File: src/hdl/mbsr_pkg.sv
`timescale 1ns / 1ps
`default_nettype none

package mbsr_pkg;

  localparam int NumBufsDefault    = 8;
  localparam int BufDepthDefault   = 256;
  localparam int SampleBitsDefault = 16;

  localparam int CfgIndexWidth = 2;
  localparam int CfgDataWidth  = 9;

  typedef enum logic [CfgIndexWidth-1:0] {
    REG_BUF_LEN           = 2'd0,
    REG_RING_SIZE         = 2'd1,
    REG_AUTO_FIRST_ROTATE = 2'd2
  } cfg_reg_e;

  typedef enum logic {
    REQ_WRITE = 1'b0,
    REQ_READ  = 1'b1
  } req_type_e;

  // Commands from the controller to the datapath.
  typedef struct packed {
    logic clear_en;
    logic step;
    logic load_direct;
    logic load_mem;
  } dp_cmd_t;

  // Status from the datapath back to the controller.
  typedef struct packed {
    logic reinit;
    logic clear_done;
    logic read_hit;
  } dp_status_t;

endpackage

`default_nettype wire

File: src/hdl/mbsr_ctrl.sv
`timescale 1ns / 1ps
`default_nettype none

module mbsr_ctrl (
  input  wire logic                 clk_i,
  input  wire logic                 rst_ni,
  input  wire logic                 in_valid_i,
  output logic                      in_stall_o,
  output logic                      out_valid_o,
  input  wire logic                 out_stall_i,
  output mbsr_pkg::dp_cmd_t         cmd_o,
  input  wire mbsr_pkg::dp_status_t status_i
);

  typedef enum logic [2:0] {
    S_CLEAR = 3'b001,
    S_IDLE  = 3'b010,
    S_RD    = 3'b100
  } state_e;

  state_e state_q, state_d;
  logic   out_valid_q, out_valid_d;
  logic   out_free;
  logic   accept;

  // The output register can take a new result when empty or being drained.
  assign out_free   = !out_valid_q || !out_stall_i;
  assign in_stall_o = !((state_q == S_IDLE) && out_free);
  assign accept     = in_valid_i && !in_stall_o;

  always_comb begin
    cmd_o.clear_en    = (state_q == S_CLEAR);
    cmd_o.step        = accept;
    cmd_o.load_direct = accept && !status_i.read_hit;
    cmd_o.load_mem    = (state_q == S_RD) && out_free;
  end

  always_comb begin
    state_d = state_q;
    case (state_q)
      S_CLEAR: begin
        if (status_i.clear_done) begin
          state_d = S_IDLE;
        end
      end
      S_IDLE: begin
        if (accept && status_i.read_hit) begin
          state_d = S_RD;
        end
      end
      S_RD: begin
        if (out_free) begin
          state_d = S_IDLE;
        end
      end
      default: begin
        state_d = S_CLEAR;
      end
    endcase
    // A change of buffer or ring size restarts the clearing pass.
    if (status_i.reinit) begin
      state_d = S_CLEAR;
    end
  end

  always_comb begin
    if (cmd_o.load_direct || cmd_o.load_mem) begin
      out_valid_d = 1'b1;
    end else if (out_stall_i) begin
      out_valid_d = out_valid_q;
    end else begin
      out_valid_d = 1'b0;
    end
  end

  assign out_valid_o = out_valid_q;

  always_ff @(posedge clk_i or negedge rst_ni) begin
    if (!rst_ni) begin
      state_q     <= S_CLEAR;
      out_valid_q <= 1'b0;
    end else begin
      state_q     <= state_d;
      out_valid_q <= out_valid_d;
    end
  end

  a_read_waits_memory : assert property (@(posedge clk_i) disable iff (!rst_ni)
    (accept && status_i.read_hit && !status_i.reinit) |=> (state_q == S_RD))
    else $error("read hit did not enter the memory wait state");

  a_reinit_clears : assert property (@(posedge clk_i) disable iff (!rst_ni)
    status_i.reinit |=> (state_q == S_CLEAR))
    else $error("size change did not restart the clearing pass");

  a_result_held : assert property (@(posedge clk_i) disable iff (!rst_ni)
    (out_valid_q && out_stall_i) |=> out_valid_q)
    else $error("stalled result was dropped");

endmodule

`default_nettype wire

File: config.mk
export PLATFORM = sky130hd
export DESIGN_NAME = mbsr_ctrl
export DESIGN_NICKNAME = d
export VERILOG_FILES = /design/src/hdl/mbsr_pkg.sv /design/src/hdl/mbsr_ctrl.sv
export SDC_FILE = /design/constraint.sdc
export NUM_CORES = 1
export LEC_CHECK = 0
export ABC_AREA = 1
export BUFFER_PORTS_ARGS = -buffer_cell sky130_fd_sc_hd__buf_2
export CORE_AREA = 2 2 39 41
export DETAILED_ROUTE_END_ITERATION = 7
export DIE_AREA = 0 0 41 43
export HOLD_SLACK_MARGIN = 0.05
export PLACE_DENSITY = 0.45
export SLEW_MARGIN = 20
export SYNTH_ARGS = -nofsm -noshare
export SYNTH_HDL_FRONTEND = slang
export SYNTH_SLANG_ARGS = --single-unit
File: constraint.sdc
create_clock -name clk_i -period 1.2 [get_ports clk_i]
set_clock_uncertainty 0.2 [all_clocks]
set_input_delay 0.06 -clock clk_i [delete_from_list [all_inputs] [get_ports clk_i]]
set_output_delay 0.06 -clock clk_i [all_outputs]
set_load 0.01 [all_outputs]
==> results.py <==
metrics = {
    "outcome": {
        "status": "finished, violations left",
        "violations": "hold timing, setup timing",
    },
    "setup_path": {
        "worstPathArrival_ns": 1.27,
        "worstPathRequired_ns": 0.94,
        "worst_setup_path_end_kind": "output pin",
        "r2r_cells": 10,
        "startpoint_type": "flop",
        "worstPathMaxFanout": 3,
        "worst-setup-path-type": "reg2out",
    },
    "timing": {
        "holdWs_ns": -0.0792,
        "worstMarginPinSlew_ns": 0.214,
        "rsz0062_at_grt": "true",
        "slew_violations": 0,
        "final.setup.worst_slack_ns": -0.326,
        "fin_crit_sh": 1.27,
        "fmax_mhz": 655,
        "finalHoldViolations": 2,
        "period_needed_ns": 1.53,
        "setup_viol": 9,
        "slew_headroom": 0.857,
    },
    "clock_network": {
        "cts_tree": "built",
        "clock_sinks": 4,
        "cts-root-buf": "clkbuf_4",
        "cts-htree-levels": 1,
        "cts.clk_slew.worst_paths_ns": 0.04,
        "clock_latency_ns": 0.24,
        "cts_buffers": 3,
        "clk_path_buf_depth": 2,
    },
    "logic_synthesis": {
        "synth_area_um2": 300,
        "yosys_warnings": 0,
        "ys_types": 16,
        "synth_seq_area_share": 0.337,
        "synth_area_per_cell_um2": 6.98,
        "ys_ff_latch": 4,
        "postSynthCellCount": 43,
        "syn-num-nets": 50,
    },
    "placement": {
        "place_congestion": 0.784,
        "dpl.hpwl_um": 517,
        "io_buffers": 12,
    },
    "floorplanning": {
        "die_w_um": 41,
        "die_h_um": 43,
        "rows": 14,
        "initial_core_util": 0.217,
        "core_mm2": 0.00138,
        "die_area_mm2": 0.00176,
        "io_pins": 13,
    },
    "route": {
        "post-route-drc-count": 0,
        "via_per_inst": 3.88,
        "drt_first_pass_iters": 1,
        "drt-total-wl_um": 713,
        "drt_first_iter_violations": 0,
        "wl_per_cell_um": 8.29,
        "ant_nets": 0,
        "num_vias": 334,
    },
    "grt": {
        "grt_pass1_vias": 316,
        "grt_usage": 0.105,
        "grt_max_degree": 8,
        "grt_pass1_wl_mm": 1.18,
        "grt_antenna_before_repair": 0,
        "grt-ovfl-total": 0,
    },
    "finish": {
        "syn2layout_area_growth_pct": 83.7,
        "layout_common_cells": "nand2_1 (11), buf_2 (8), inv_1 (7), buf_4 (7), buf_6 (5)",
        "antennaDiodeCount": 0,
        "fin_util": 0.399,
        "final_common_cell": "nand2_1",
        "nets": 78,
        "final_layout_size_suffix_gt1_frac": 0.514,
    },
    "pwr": {
        "pwr-share-seq": 0.279,
        "p_clk_frac": 0.274,
        "p_switching_uw": 225,
        "power.density_mw_per_mm2": 1220,
        "switching_share": 0.336,
        "ir_worst_vdd_uv": 782,
        "share_comb_of_total_power": 0.447,
        "internal_power_uw": 446,
        "p_leak_nw": 0.344,
    },
    "hold_path": {
        "hold_path_depth": 4,
        "hold_class": "in2reg",
    },
    "run": {
        "cap_violations": 0,
    },
}
synthesized netlist by cell type, drive strengths merged:
master | instances | area share
nand3 | 5 | 0.083
dfstp | 1 | 0.088
inv | 9 | 0.11
a21oi | 1 | 0.017
dfrtp | 3 | 0.25
nor3 | 1 | 0.017
nor2 | 6 | 0.16
buf | 1 | 0.025
o21ai | 1 | 0.017
nand2 | 15 | 0.23
worst max-delay path, cell delays in order, from the launching register on:
cell	delay [ns]
dfstp_2	0.53
inv_2	0.05
nand2_2	0.07
nor2_4	0.05
nand2_4	0.09
nor2_8	0.04
nand2_4	0.07
inv_2	0.03
buf_6	0.10
through the flow:
step,instance area [µm²],instances,total power [mW],setup slack [ns],setup TNS [ns]
floorplan,305,43,0.337,-0.119,-0.380
global placement,400,73,0.418,-0.206,-0.699
detailed placement,400,73,0.420,-0.211,-0.708
CTS,524,85,0.670,-0.351,-2.16
global route,552,86,0.735,-0.401,-2.95
finish,552,86,0.671,-0.326,-2.22
power by group through the flow:
stage	clock network (mW)	logic (mW)	registers, mW
4_1_cts	0.190	0.293	0.188
3_3_place_gp	0	0.230	0.188
3_5_place_dp	0	0.231	0.189
5_1_grt	0.206	0.336	0.192
6_report	0.184	0.300	0.187
2_1_floorplan	0	0.150	0.187
flip-flops by register name, summed over array words and instances (netlist names):
name / flops
out_valid_o: 1
state_q: 3
routing by layer:
metal | vias up | track usage | part of all wire
met4 | 0 | 0.0600 | 0
met2 | 15 | 0.156 | 0.48
met5 | - | 0 | 0
li1 | 182 | - | -
met3 | 0 | 0.0471 | 0.074
met1 | 137 | 0.117 | 0.45
timing repair:
| item | 4_1_cts | 5_1_grt |
|---|---|---|
| pin swaps | 2 | 1 |
| hold buffers | 3 | 1 |
| endpoints found under the setup margin | 9 | 9 |
| buffers inserted | 5 | 2 |
| hold endpoints to repair | 8 | 4 |
| gates resized for setup | 8 | 6 |
worst paths after layout:
check | start | slack, ns | to
worst max-delay path | state_q[0]$_DFFE_PN1P_ | -0.33 | cmd_o[1]
worst min-delay path | status_i[1] | -0.08 | state_q[0]$_DFFE_PN1P_
worst max register to register | state_q[0]$_DFFE_PN1P_ | -0.30 | state_q[1]$_DFFE_PN0P_
worst min register to register | out_valid_o$_DFFE_PN0P_ | 0.38 | out_valid_o$_DFFE_PN0P_
max in group asynchronous | rst_ni | 0.09 | state_q[2]$_DFFE_PN0P_
min in group asynchronous | rst_ni | 0.12 | state_q[0]$_DFFE_PN1P_
area by class of cell:
type / count / area [µm²]
Clock buffer: 4 / 26.3
Fill cell: 151 / 832
Inverter: 9 / 33.8
Multi-Input combinational cell: 29 / 180
Sequential cell: 4 / 103
Tap cell: 16 / 20.0
Timing Repair Buffer: 24 / 189
kinds of logic after synthesis:
kind of cell | after synthesis | share of synthesized area
AOI/OAI and AO/OA | 2 | 0.0333
buffers and inverters | 10 | 0.138
DFF | 4 | 0.338
and+or+nand+nor | 27 | 0.492
No activity file was read; power rests on OpenSTA's default activity.
